<file path="config.mk">
export PLATFORM = sky130hd
export DESIGN_NAME = cordic_fixed_sine
export DESIGN_NICKNAME = d
export VERILOG_FILES = /design/src/design/csine_pkg.sv /design/src/design/cordic_fixed_sine.sv /design/src/design/csine_csr.sv /design/src/design/csine_datapath.sv /design/src/design/csine_ctrl.sv
export SDC_FILE = /design/constraint.sdc
export NUM_CORES = 2
export LEC_CHECK = 0
export ABC_CLOCK_PERIOD_IN_PS = 9750
export BUFFER_PORTS_ARGS = -buffer_cell sky130_fd_sc_hd__buf_2
export CAP_MARGIN = 30
export CORE_ASPECT_RATIO = 1.25
export CORE_MARGIN = 3
export CORE_UTILIZATION = 50
export CTS_CLUSTER_DIAMETER = 100
export CTS_CLUSTER_SIZE = 16
export DETAILED_ROUTE_END_ITERATION = 12
export HOLD_SLACK_MARGIN = 0.1
export PLACE_DENSITY = 0.71
export SETUP_SLACK_MARGIN = 0.02
export SLEW_MARGIN = 20
export SYNTH_ARGS = -nofsm -noshare
export SYNTH_HDL_FRONTEND = slang
export SYNTH_SLANG_ARGS = --single-unit
export TNS_END_PERCENT = 10
</file>
<file path="constraint.sdc">
create_clock -name clock -period 9.75 [get_ports clock]
set_input_delay 1.4625 -clock clock [delete_from_list [all_inputs] [get_ports clock]]
set_output_delay 1.4625 -clock clock [all_outputs]
set_load 0.03 [all_outputs]
</file>
<file path="src/design/csine_pkg.sv">
// ----------------------------------------------------------------------------
// csine_pkg
// Shared types, constants and the arctangent table for the CORDIC sine block.
// ----------------------------------------------------------------------------
package csine_pkg;

   localparam int ROTATION_STEPS_DEFAULT = 15;
   localparam int ANGLE_W = 32;
   localparam int SINE_W  = 18;
   localparam int SCALE_W = 17;
   localparam int ATAN_W  = 17;
   localparam int IDX_W   = 4;
   localparam int XY_W    = 20;
   localparam int PROD_W  = 38;
   localparam int TDATA_OUT_W = 24;
   localparam int WIDE_W      = 64;
   localparam int RECIP_SHIFT = 50;
   localparam int Q_W         = WIDE_W - RECIP_SHIFT;

   localparam logic [ANGLE_W-1:0] Q_TWO_PI  = 32'd411775;
   localparam logic [ANGLE_W-1:0] Q_PI      = 32'd205887;
   localparam logic [ANGLE_W-1:0] Q_HALF_PI = 32'd102944;
   // floor(2^50 / Q_TWO_PI); quotient estimate is exact or one low
   localparam logic [ANGLE_W-1:0] Q_RECIP   = 32'd2734259988;
   localparam logic [SCALE_W-1:0] SCALE_RESET = 17'd39797;

   // reduction sub-steps, counted down
   localparam logic [IDX_W-1:0]   RED_MUL     = 4'd2;
   localparam logic [IDX_W-1:0]   RED_SUB     = 4'd1;
   localparam logic [IDX_W-1:0]   RED_FIX     = 4'd0;
   localparam logic [IDX_W-1:0]   REDUCE_TOP  = RED_MUL;
   localparam logic signed [XY_W-1:0] X_INIT  = 20'sd65536;

   localparam logic signed [SINE_W:0] SINE_MAX = 19'sd131071;
   localparam logic signed [SINE_W:0] SINE_MIN = -19'sd131072;

   typedef struct packed {
      logic             load;
      logic             reduce;
      logic             fold_pi;
      logic             fold_half;
      logic             rotate;
      logic             mult;
      logic             finish;
      logic [IDX_W-1:0] count;
   } dp_ctl_type;

   // atan(2^-i), Q1.16 rounded
   function automatic logic [ATAN_W-1:0] atan_entry(input logic [IDX_W-1:0] idx);
      logic [ATAN_W-1:0] val;
      case (idx)
         4'd0:    val = 17'd51472;
         4'd1:    val = 17'd30386;
         4'd2:    val = 17'd16055;
         4'd3:    val = 17'd8150;
         4'd4:    val = 17'd4091;
         4'd5:    val = 17'd2047;
         4'd6:    val = 17'd1024;
         4'd7:    val = 17'd512;
         4'd8:    val = 17'd256;
         4'd9:    val = 17'd128;
         4'd10:   val = 17'd64;
         4'd11:   val = 17'd32;
         4'd12:   val = 17'd16;
         4'd13:   val = 17'd8;
         4'd14:   val = 17'd4;
         4'd15:   val = 17'd2;
         default: val = 17'd0;
      endcase
      return val;
   endfunction

endpackage

</file>
<file path="src/design/cordic_fixed_sine.sv">
// ----------------------------------------------------------------------------
// cordic_fixed_sine
// Sequence from input beat to rsp_tvalid: 3 reduction steps, 2 fold,
// one rotation step per cycle, multiply, then the result load, which waits
// while a previous sine beat still waits on rsp_tready.
// A new input beat is accepted only in idle, after the previous result load,
// as the single shared reduction/rotation datapath serves one item at a time.
// Reset: synchronous; clears sequencer and output valid, gain returns to 39797.
// ----------------------------------------------------------------------------
module cordic_fixed_sine
   import csine_pkg::*;
#(
   parameter int ROTATION_STEPS = ROTATION_STEPS_DEFAULT
)(
   input  logic                   clock,
   input  logic                   reset,
   input  logic                   req_tvalid,
   output logic                   req_tready,
   input  logic [ANGLE_W-1:0]     req_tdata,   // [31:0] angle
   output logic                   rsp_tvalid,
   input  logic                   rsp_tready,
   output logic [TDATA_OUT_W-1:0] rsp_tdata,   // [17:0] sine, [23:18] zero
   input  logic                   csr_psel,
   input  logic                   csr_penable,
   input  logic                   csr_pwrite,
   input  logic [2:0]             csr_paddr,
   input  logic [31:0]            csr_pwdata,
   output logic [31:0]            csr_prdata,
   output logic                   csr_pready
);

   dp_ctl_type         ctl;
   logic [SCALE_W-1:0] scale;
   logic [SINE_W-1:0]  sine;

   csine_csr u_csr (
      .clock       (clock),
      .reset       (reset),
      .csr_psel    (csr_psel),
      .csr_penable (csr_penable),
      .csr_pwrite  (csr_pwrite),
      .csr_paddr   (csr_paddr),
      .csr_pwdata  (csr_pwdata),
      .csr_prdata  (csr_prdata),
      .csr_pready  (csr_pready),
      .scale       (scale)
   );

   csine_ctrl #(
      .ROTATION_STEPS (ROTATION_STEPS)
   ) u_ctrl (
      .clock      (clock),
      .reset      (reset),
      .req_tvalid (req_tvalid),
      .req_tready (req_tready),
      .rsp_tvalid (rsp_tvalid),
      .rsp_tready (rsp_tready),
      .ctl        (ctl)
   );

   csine_datapath u_dp (
      .clock (clock),
      .ctl   (ctl),
      .angle (req_tdata),
      .scale (scale),
      .sine  (sine)
   );

   assign rsp_tdata = {{(TDATA_OUT_W-SINE_W){1'b0}}, sine};

endmodule

</file>
<file path="src/design/csine_csr.sv">
// ----------------------------------------------------------------------------
// csine_csr
// APB register slave holding the post-rotation gain.
// ----------------------------------------------------------------------------
module csine_csr
   import csine_pkg::*;
(
   input  logic               clock,
   input  logic               reset,
   input  logic               csr_psel,
   input  logic               csr_penable,
   input  logic               csr_pwrite,
   input  logic [2:0]         csr_paddr,
   input  logic [31:0]        csr_pwdata,
   output logic [31:0]        csr_prdata,
   output logic               csr_pready,
   output logic [SCALE_W-1:0] scale
);

   logic [SCALE_W-1:0] scale_ff;
   logic [SCALE_W-1:0] scale_in;
   logic               wr_en;

   assign csr_pready = 1'b1;
   assign wr_en = csr_psel && csr_penable && csr_pwrite && !csr_paddr[2];

   always_comb begin
      scale_in = scale_ff;
      if (wr_en) begin
         scale_in = csr_pwdata[SCALE_W-1:0];
      end
   end

   always_ff @(posedge clock) begin
      if (reset) begin
         scale_ff <= SCALE_RESET;
      end else begin
         scale_ff <= scale_in;
      end
   end

   assign csr_prdata = csr_paddr[2] ? 32'd0 : {{(32-SCALE_W){1'b0}}, scale_ff};
   assign scale      = scale_ff;

endmodule

</file>
<file path="src/design/csine_datapath.sv">
// ----------------------------------------------------------------------------
// csine_datapath
// Range reduction by reciprocal multiply, CORDIC rotation, gain multiply.
// ----------------------------------------------------------------------------
module csine_datapath
   import csine_pkg::*;
(
   input  logic                clock,
   input  dp_ctl_type          ctl,
   input  logic [ANGLE_W-1:0]  angle,
   input  logic [SCALE_W-1:0]  scale,
   output logic [SINE_W-1:0]   sine
);

   logic [ANGLE_W-1:0]       w_ff, w_in;
   logic [Q_W-1:0]           q_ff, q_in;
   logic                     neg_ff, neg_in;
   logic signed [XY_W-1:0]   x_ff, x_in;
   logic signed [XY_W-1:0]   y_ff, y_in;
   logic signed [XY_W-1:0]   acc_ff, acc_in;
   logic signed [PROD_W-1:0] prod_ff, prod_in;
   logic [SINE_W-1:0]        sine_ff, sine_in;

   logic [WIDE_W-1:0]        recip_prod;
   logic [ANGLE_W-1:0]       q_times_d;
   logic signed [XY_W-1:0]   xs, ys, atan_s, tgt_s;
   logic                     forward;
   logic signed [SINE_W+4:0] scaled, signed_r;

   always_comb begin
      recip_prod = WIDE_W'(w_ff) * WIDE_W'(Q_RECIP);
      q_times_d  = ANGLE_W'(q_ff) * Q_TWO_PI;
      xs       = x_ff >>> ctl.count;
      ys       = y_ff >>> ctl.count;
      atan_s   = $signed({{(XY_W-ATAN_W){1'b0}}, atan_entry(ctl.count)});
      tgt_s    = $signed({3'b000, w_ff[XY_W-4:0]});
      forward  = acc_ff <= tgt_s;
      scaled   = $signed({prod_ff[PROD_W-1], prod_ff[PROD_W-1:16]});
      signed_r = neg_ff ? -scaled : scaled;

      w_in    = w_ff;
      q_in    = q_ff;
      neg_in  = neg_ff;
      x_in    = x_ff;
      y_in    = y_ff;
      acc_in  = acc_ff;
      prod_in = prod_ff;
      sine_in = sine_ff;

      if (ctl.load) begin
         neg_in = angle[ANGLE_W-1];
         w_in   = angle[ANGLE_W-1] ? (32'd0 - angle) : angle;
         x_in   = X_INIT;
         y_in   = '0;
         acc_in = '0;
      end
      if (ctl.reduce) begin
         case (ctl.count)
            RED_MUL: begin
               q_in = recip_prod[WIDE_W-1:RECIP_SHIFT];
            end
            RED_SUB: begin
               w_in = w_ff - q_times_d;
            end
            RED_FIX: begin
               if (w_ff >= Q_TWO_PI) begin
                  w_in = w_ff - Q_TWO_PI;
               end
            end
            default: begin
               w_in = w_ff;
            end
         endcase
      end
      if (ctl.fold_pi && (w_ff > Q_PI)) begin
         neg_in = !neg_ff;
         w_in   = w_ff - Q_PI;
      end
      if (ctl.fold_half && (w_ff > Q_HALF_PI)) begin
         w_in = Q_PI - w_ff;
      end
      if (ctl.rotate) begin
         if (forward) begin
            acc_in = acc_ff + atan_s;
            x_in   = x_ff - ys;
            y_in   = y_ff + xs;
         end else begin
            acc_in = acc_ff - atan_s;
            x_in   = x_ff + ys;
            y_in   = y_ff - xs;
         end
      end
      if (ctl.mult) begin
         prod_in = PROD_W'(y_ff) * PROD_W'($signed({1'b0, scale}));
      end
      if (ctl.finish) begin
         if (signed_r > SINE_MAX) begin
            sine_in = SINE_MAX[SINE_W-1:0];
         end else if (signed_r < SINE_MIN) begin
            sine_in = SINE_MIN[SINE_W-1:0];
         end else begin
            sine_in = signed_r[SINE_W-1:0];
         end
      end
   end

   always_ff @(posedge clock) begin
      w_ff    <= w_in;
      q_ff    <= q_in;
      neg_ff  <= neg_in;
      x_ff    <= x_in;
      y_ff    <= y_in;
      acc_ff  <= acc_in;
      prod_ff <= prod_in;
      sine_ff <= sine_in;
   end

   assign sine = sine_ff;

endmodule

</file>
<file path="src/design/csine_ctrl.sv">
// ----------------------------------------------------------------------------
// csine_ctrl
// Sequencer: reduction, fold, rotation steps, multiply, result beat.
// ----------------------------------------------------------------------------
module csine_ctrl
   import csine_pkg::*;
#(
   parameter int ROTATION_STEPS = ROTATION_STEPS_DEFAULT
)(
   input  logic       clock,
   input  logic       reset,
   input  logic       req_tvalid,
   output logic       req_tready,
   output logic       rsp_tvalid,
   input  logic       rsp_tready,
   output dp_ctl_type ctl
);

   typedef enum logic [6:0] {
      ST_IDLE      = 7'b0000001,
      ST_REDUCE    = 7'b0000010,
      ST_FOLD_PI   = 7'b0000100,
      ST_FOLD_HALF = 7'b0001000,
      ST_ROTATE    = 7'b0010000,
      ST_MULT      = 7'b0100000,
      ST_DONE      = 7'b1000000
   } state_type;

   localparam logic [IDX_W-1:0] LAST_STEP = IDX_W'(ROTATION_STEPS - 1);

   state_type        state_ff, state_in;
   logic [IDX_W-1:0] count_ff, count_in;
   logic             valid_ff, valid_in;
   logic             out_free, req_acc;

   assign out_free   = !valid_ff || rsp_tready;
   assign req_tready = (state_ff == ST_IDLE);
   assign req_acc    = req_tvalid && req_tready;

   always_comb begin
      state_in = state_ff;
      count_in = count_ff;
      case (state_ff)
         ST_IDLE: begin
            if (req_acc) begin
               state_in = ST_REDUCE;
               count_in = REDUCE_TOP;
            end
         end
         ST_REDUCE: begin
            if (count_ff == '0) begin
               state_in = ST_FOLD_PI;
            end else begin
               count_in = count_ff - 1'b1;
            end
         end
         ST_FOLD_PI:   state_in = ST_FOLD_HALF;
         ST_FOLD_HALF: begin
            state_in = ST_ROTATE;
            count_in = '0;
         end
         ST_ROTATE: begin
            if (count_ff == LAST_STEP) begin
               state_in = ST_MULT;
            end else begin
               count_in = count_ff + 1'b1;
            end
         end
         ST_MULT: state_in = ST_DONE;
         ST_DONE: begin
            if (out_free) begin
               state_in = ST_IDLE;
            end
         end
         default: state_in = ST_IDLE;
      endcase
   end

   always_comb begin
      ctl.load      = req_acc;
      ctl.reduce    = (state_ff == ST_REDUCE);
      ctl.fold_pi   = (state_ff == ST_FOLD_PI);
      ctl.fold_half = (state_ff == ST_FOLD_HALF);
      ctl.rotate    = (state_ff == ST_ROTATE);
      ctl.mult      = (state_ff == ST_MULT);
      ctl.finish    = (state_ff == ST_DONE) && out_free;
      ctl.count     = count_ff;
   end

   always_comb begin
      valid_in = valid_ff;
      if (ctl.finish) begin
         valid_in = 1'b1;
      end else if (rsp_tready) begin
         valid_in = 1'b0;
      end
   end

   always_ff @(posedge clock) begin
      if (reset) begin
         state_ff <= ST_IDLE;
         count_ff <= '0;
         valid_ff <= 1'b0;
      end else begin
         state_ff <= state_in;
         count_ff <= count_in;
         valid_ff <= valid_in;
      end
   end

   assign rsp_tvalid = valid_ff;

   a_start_reduce: assert property (@(posedge clock) disable iff (reset)
      req_acc |=> (state_ff == ST_REDUCE) && (count_ff == REDUCE_TOP))
      else $error("accepted beat did not start range reduction");

   a_step_bound: assert property (@(posedge clock) disable iff (reset)
      (state_ff == ST_ROTATE) |-> (count_ff <= LAST_STEP))
      else $error("rotation step index out of range");

   a_finish_valid: assert property (@(posedge clock) disable iff (reset)
      ctl.finish |=> valid_ff && (state_ff == ST_IDLE))
      else $error("finished item did not present a result beat");

   a_mult_after_rot: assert property (@(posedge clock) disable iff (reset)
      (state_ff == ST_MULT) |-> $past(state_ff == ST_ROTATE) && $past(count_ff) == LAST_STEP)
      else $error("multiply entered before last rotation step");

endmodule
</file>
=== Yosys cells after proc, flatten, opt, wreduce, memory -nomap -nowiden ===
Memories as Yosys holds them, arrays and structs flattened. A register that Yosys moved wholly into a read port is not among the register bits.
Cells that the tools add are included.

* Flip-flop bits (word level): 192
* Bits in read-only memories: 256
* Input port bits: 74
* Output and inout bits: 59
* Word-level logic and storage cells: 107
* Memories kept: 1

{| class="wikitable"
|+ Memory list
! memory !! depth !! width !! read ports !! clocked after Yosys merged registers in !! wr ports !! RTL line !! text
|-
| (no name shown) || 16 || 16 || 1 || 1 || 0 || csine_pkg.sv:51 || <nowiki>case (idx)</nowiki>
|}

* $add $sub $neg: 14
* $mul: 3
* $lt $le $gt $ge: 6
* Equality and inequality tests: 17
* Shift operators: 2
* Multiplexer cells: 33
* Reduce and logical (&&, ||, !) cells: 19

{| class="wikitable"
|+ Operators with widths
! operator !! number
|-
| $mux 32 || 6
|-
| $mux 20 || 8
|-
| $pmux 32 s3 || 1
|-
| $mul 32x30->62 const B || 1
|-
| $pmux 7 s7 || 1
|-
| $add 20x20->20 || 2
|-
| $sshr 20x4->20 || 2
|-
| $sub 20x20->20 || 2
|-
| $mul 20x18->38 || 1
|-
| $ge 32x19->1 const B || 1
|-
| $gt 32x17->1 const B || 1
|-
| $gt 32x18->1 const B || 1
|-
| $mul 14x19->32 const B || 1
|-
| $sub 1x32->32 const A || 1
|-
| $sub 18x32->32 const A || 1
|-
| $sub 32x18->32 const B || 1
|-
| $sub 32x19->32 const B || 1
|-
| $sub 32x32->32 || 1
|-
| $mux 7 || 4
|-
| $gt 23x18->1 const B || 1
|-
| $lt 23x18->1 const B || 1
|-
| $mux 23 || 1
|-
| $neg 22->23 || 1
|-
| $add 20x18->20 || 1
|-
| other kinds (30) || 52
|}

=== Longest topological paths before layout ===
* Depth after elaboration: 8
* Gate-level depth with buffers: 28
* Mapped depth without buffers: 27

=== Cells and area by module ===
Synthesis repeated with hierarchy kept, for this count alone.

* Cells, all modules: 5458
* Area, all modules: 50806.2 um2

{| class="wikitable"
|+ Modules (own cells, without submodules)
! module !! instances !! cells each !! area each (um2) !! sequential area each (um2)
|-
| csine_datapath || 1 || 5241 || 48931.9 || 4414.2
|-
| csine_csr || 1 || 110 || 980.9 || 340.3
|-
| csine_ctrl || 1 || 100 || 844.6 || 240.2
|-
| cordic_fixed_sine || 1 || 7 || 48.8 || 0.0
|}

=== Least setup slack after synthesis ===
OpenSTA, ideal clock, no wires.

* Path type: register -> register
* Start: reg u_dp.w_ff[18]
* End: reg u_dp.q_ff[13], data pin
* Setup time: 0.259 ns
* Data arrival time: 7.370 ns
* Data required time: 9.491 ns
* Setup slack: 2.121 ns
* Stages on the path, launching flop included: 27
* Path buffers: 1
* Period minus slack after synthesis: 7.629 ns
* Cells stage by stage: edfxtp_1 clkbuf_1 inv_1 fa_1 fa_1 inv_1 fa_1 inv_1 fa_1 inv_1 fa_1 fa_1 fa_1 inv_1 fa_1 inv_1 ha_1 nand4_1 nor4_1 nand4_1 o31ai_1 nor2_1 o31ai_1 o21ai_1 o21ai_0 a21oi_1 xnor2_1

* Cells in the longest elaborated chain, start to end: 1

{| class="wikitable"
|+ RTL lines
! item !! RTL line !! text
|-
| from (decl) || csine_datapath.sv:15 || <nowiki>logic [ANGLE_W-1:0] w_ff, w_in;</nowiki>
|-
| from (signal assigned) || csine_datapath.sv:108 || <nowiki>w_ff <= w_in;</nowiki>
|-
| $mul 32x30->62 || csine_datapath.sv:31 || <nowiki>recip_prod = WIDE_W'(w_ff) * WIDE_W'(Q_RECIP);</nowiki>
|-
| net u_dp.recip_prod[63] || csine_datapath.sv:24 || <nowiki>logic [WIDE_W-1:0] recip_prod;</nowiki>
|-
| to (signal assigned) || csine_datapath.sv:109 || <nowiki>q_ff <= q_in;</nowiki>
|-
| to (decl) || csine_datapath.sv:16 || <nowiki>logic [Q_W-1:0] q_ff, q_in;</nowiki>
|}

The timed path passes the listed nets, and every way through them passes these cells.
A chain may end at the register's enable or synchronous reset.

=== Worst setup path in the final report ===
Same ends and word-level chain as after synthesis.

==> reports/qor.csv <==
stage;metric;value;unit
layout;drive_gt1_frac;0.0564;
sta;fin_crit;8.97;ns
critical_path;end_kind;flip-flop;
sta;max_freq;0.111;GHz
cts;numClockSinks;192;
cts;cts_tree;built;
synthesis;synth_top_cell_area_share;0.332;
sta;skew;0.0186;ns
critical_path;reg2reg_setup_slack;0.78;ns
sta;hold_viol;0;
sta;hold_ws;0.468;ns
synthesis;synth-seq-cells;192;
die;start_util;0.506;
critical_path;r2r_end;u_dp.q_ff[13]$_DFFE_PP_;
die;die_area;105000;um2
cts;cts_made_buffers;17;
layout;area_growth_syn_to_layout;5.66;%
sta;setup_ws;0.781;ns
synthesis;syn_inst;5402;
synthesis;synth_ff_type;edfxtp_1;
critical_path;max_stage_delay;0.68;ns
cts;clock_path_buffers;2;
grt;grt_pass1_vias;40300;
synthesis;avgSynthCellArea;9.32;um2
grt;grt_use_total;0.274;
cts;clk_pin_slew_worst_paths;0.09;ns
route;firstDrtPassIters;6;
grt;grt_max_degree;61;
sta;worst_pin_slew;1.06;ns
place;hpwlAfterDp;116;mm
sta;timing.setup.tns;0;ns
synthesis;synth_edf_count;147;
cts;postCtsSetupBuffers;0;
critical_path;path_class;reg2reg;
place;place_ws;0.691;ns
sta;drv_slew;0;
die;die_x;290;um
grt;grt_overflow;0;
sta;rsz0062_at_grt;no;
layout;final_nets;7030;
sta;post-route-period-util;0.920;
critical_path;crit_fanout;11;
run_status;status;finished, final reports clean;
synthesis;yosys.cell_count.top_type;inv_1;
cts;cts_resized;0;
worst_hold_path;hold_start;u_csr.scale[1]$_SDFFE_PP0P_;
sta;setup_viol;0;
synthesis;yosys.area.top_type;fa_1;
critical_path;cp-start-kind;flip-flop;
synthesis;ys_seq_area_frac;0.106;
sta;slew_headroom;0.291;
cts;cts_max_level;4;
synthesis;async_flop_share;0;
place;port_buffers;93;
cts;cts_root_buf;clkbuf_16;
critical_path;worst_path_most_repeated_cell;fa_1;
die;io-pin-count;133;
route;drc;0;
route;vias;38300;
die;core.rowCount;129;
cts;insertion_delay;0.54;ns
route;wl_per_cell;20.5;um
cts;ctsHoldBuffers;0;
route;drt_iter0_markers;2642;
worst_hold_path;min_path_cells;2;
route;vias_per_cell;5.67;
grt;grt_pass1_wl;222;mm
critical_path;r2r_cells;27;
place;gp_congestion;0.989;
grt;antenna_found_initial;7;
synthesis;syn-cell-area;50300;um2
route;wl;139;mm
worst_hold_path;hold_end;u_csr.scale[1]$_SDFFE_PP0P_;
job;max-cap-violations;0;
worst_hold_path;hp-class;reg2reg;
synthesis;synth.distinct_cells;86;
route;antenna_left;0;
critical_path;required;10.03;ns
critical_path;r2r-start;u_dp.w_ff[18]$_DFFE_PN_;
synthesis;synthTopCellsByArea;fa_1, ha_1, inv_1;
synthesis;yosys-top-cells-count;inv_1, fa_1, ha_1;
critical_path;cp.arrival;9.25;ns
synthesis;synth_warnings;0;
die;core_area;99400;um2
die;die_h;361;um
critical_path;cp_slowest_cell;fa_1;
## registers in the layout (all words and copies together), names as in the netlist
name and cells:
u_dp.q_ff 14, u_ctrl.state_ff 7, u_dp.prod_ff 22, u_ctrl.rsp_tvalid 1, u_dp.sine 18, u_ctrl.count_ff 4
u_dp.neg_ff 1, u_csr.scale 17, u_dp.atan_s 16, u_dp.w_ff 32, u_dp.y_ff 20, u_dp.acc_ff 20
u_dp.x_ff 20
## kinds of logic after synthesis
logic type / count (synthesis) / share of synthesized area
fa+ha+maj: 1526 / 0.504
buf+inv: 1416 / 0.108
simple gates: 1141 / 0.110
compound gates: 786 / 0.100
xor+xnor: 242 / 0.0421
flops: 192 / 0.106
mux: 97 / 0.0306
other cells: 2 / 0.000149
## layout make-up
class	count	area, um2
sequential	192	5320
timing repair buffer	174	1240
tap	1310	1640
multi-input combinational	3814	39700
clock buffer	17	425
fill	9120	46300
clock inverter	15	210
antenna	7	17.5
inverter	1231	4620
## cell usage in the layout, fill, tap and decap left out, types with 20 or more instances in the layout
| cell | instances |
|---|---|
| nor3_1 | 49 |
| or3_1 | 28 |
| edfxtp_1 | 147 |
| buf_4 | 66 |
| xor2_1 | 100 |
| o22ai_1 | 33 |
| a221oi_1 | 20 |
| nand2_1 | 413 |
| nand2b_1 | 43 |
| nand4_1 | 28 |
| inv_1 | 1228 |
| conb_1 | 22 |
| xnor2_1 | 142 |
| dfxtp_1 | 43 |
| ha_1 | 691 |
| o21ai_0 | 163 |
| nor2b_1 | 45 |
| and2_1 | 155 |
| o211ai_1 | 20 |
| and3_1 | 20 |
| mux4_2 | 43 |
| o21a_1 | 34 |
| nand3_1 | 60 |
| o21ai_1 | 35 |
| a21oi_1 | 200 |
| nor2_1 | 213 |
| mux2i_1 | 31 |
| a211oi_1 | 25 |
| mux2_2 | 23 |
| fa_1 | 835 |
| o31ai_1 | 33 |
| buf_2 | 93 |
| a21o_1 | 59 |
## how the worst max path moves through the flow
stage / start / end / slack [ns] / cells after the start
2_1_floorplan: u_dp.w_ff[18]$_DFFE_PN_ / u_dp.q_ff[13]$_DFFE_PP_ / 2.12 / 26
3_3_place_gp: u_dp.w_ff[18]$_DFFE_PN_ / u_dp.q_ff[13]$_DFFE_PP_ / 0.81 / 27
3_5_place_dp: u_dp.w_ff[18]$_DFFE_PN_ / u_dp.q_ff[13]$_DFFE_PP_ / 0.69 / 27
4_1_cts: u_dp.w_ff[18]$_DFFE_PN_ / u_dp.q_ff[13]$_DFFE_PP_ / 0.63 / 27
5_1_grt: u_dp.w_ff[18]$_DFFE_PN_ / u_dp.q_ff[13]$_DFFE_PP_ / 0.18 / 27
6_report: u_dp.w_ff[18]$_DFFE_PN_ / u_dp.q_ff[13]$_DFFE_PP_ / 0.78 / 27
## per-layer routing
metal	up-vias	track usage	wire (um)
met1	19100	0.351	54900
met4	0	0.132	7390
met2	1469	0.452	66500
met5	-	0	0
li1	17400	-	-
met3	376	0.0449	10000
## critical path, delay by kind of cell (launching register included)
family	cells	cell delay, ns
AND/OR/NAND/NOR	4	1.07
buffers and inverters	8	1.10
AO/OA/AOI/OAI	5	1.22
adder cells (fa/ha/maj)	9	4.52
XOR/XNOR	1	0.13
flip-flops	1	0.67
## metrics by stage
| step | cell area, um2 | utilization | instances |
|---|---|---|---|
| global placement | 52200 | 0.525 | 6704 |
| finish | 53200 | 0.535 | 6760 |
| CTS | 53000 | 0.533 | 6746 |
| detailed placement | 52400 | 0.527 | 6714 |
| global route | 53200 | 0.535 | 6759 |
| floorplan | 50400 | - | 5422 |
Power is not shown: default switching activity piles up to over one toggle a cycle in this logic, so the estimate is an artifact.
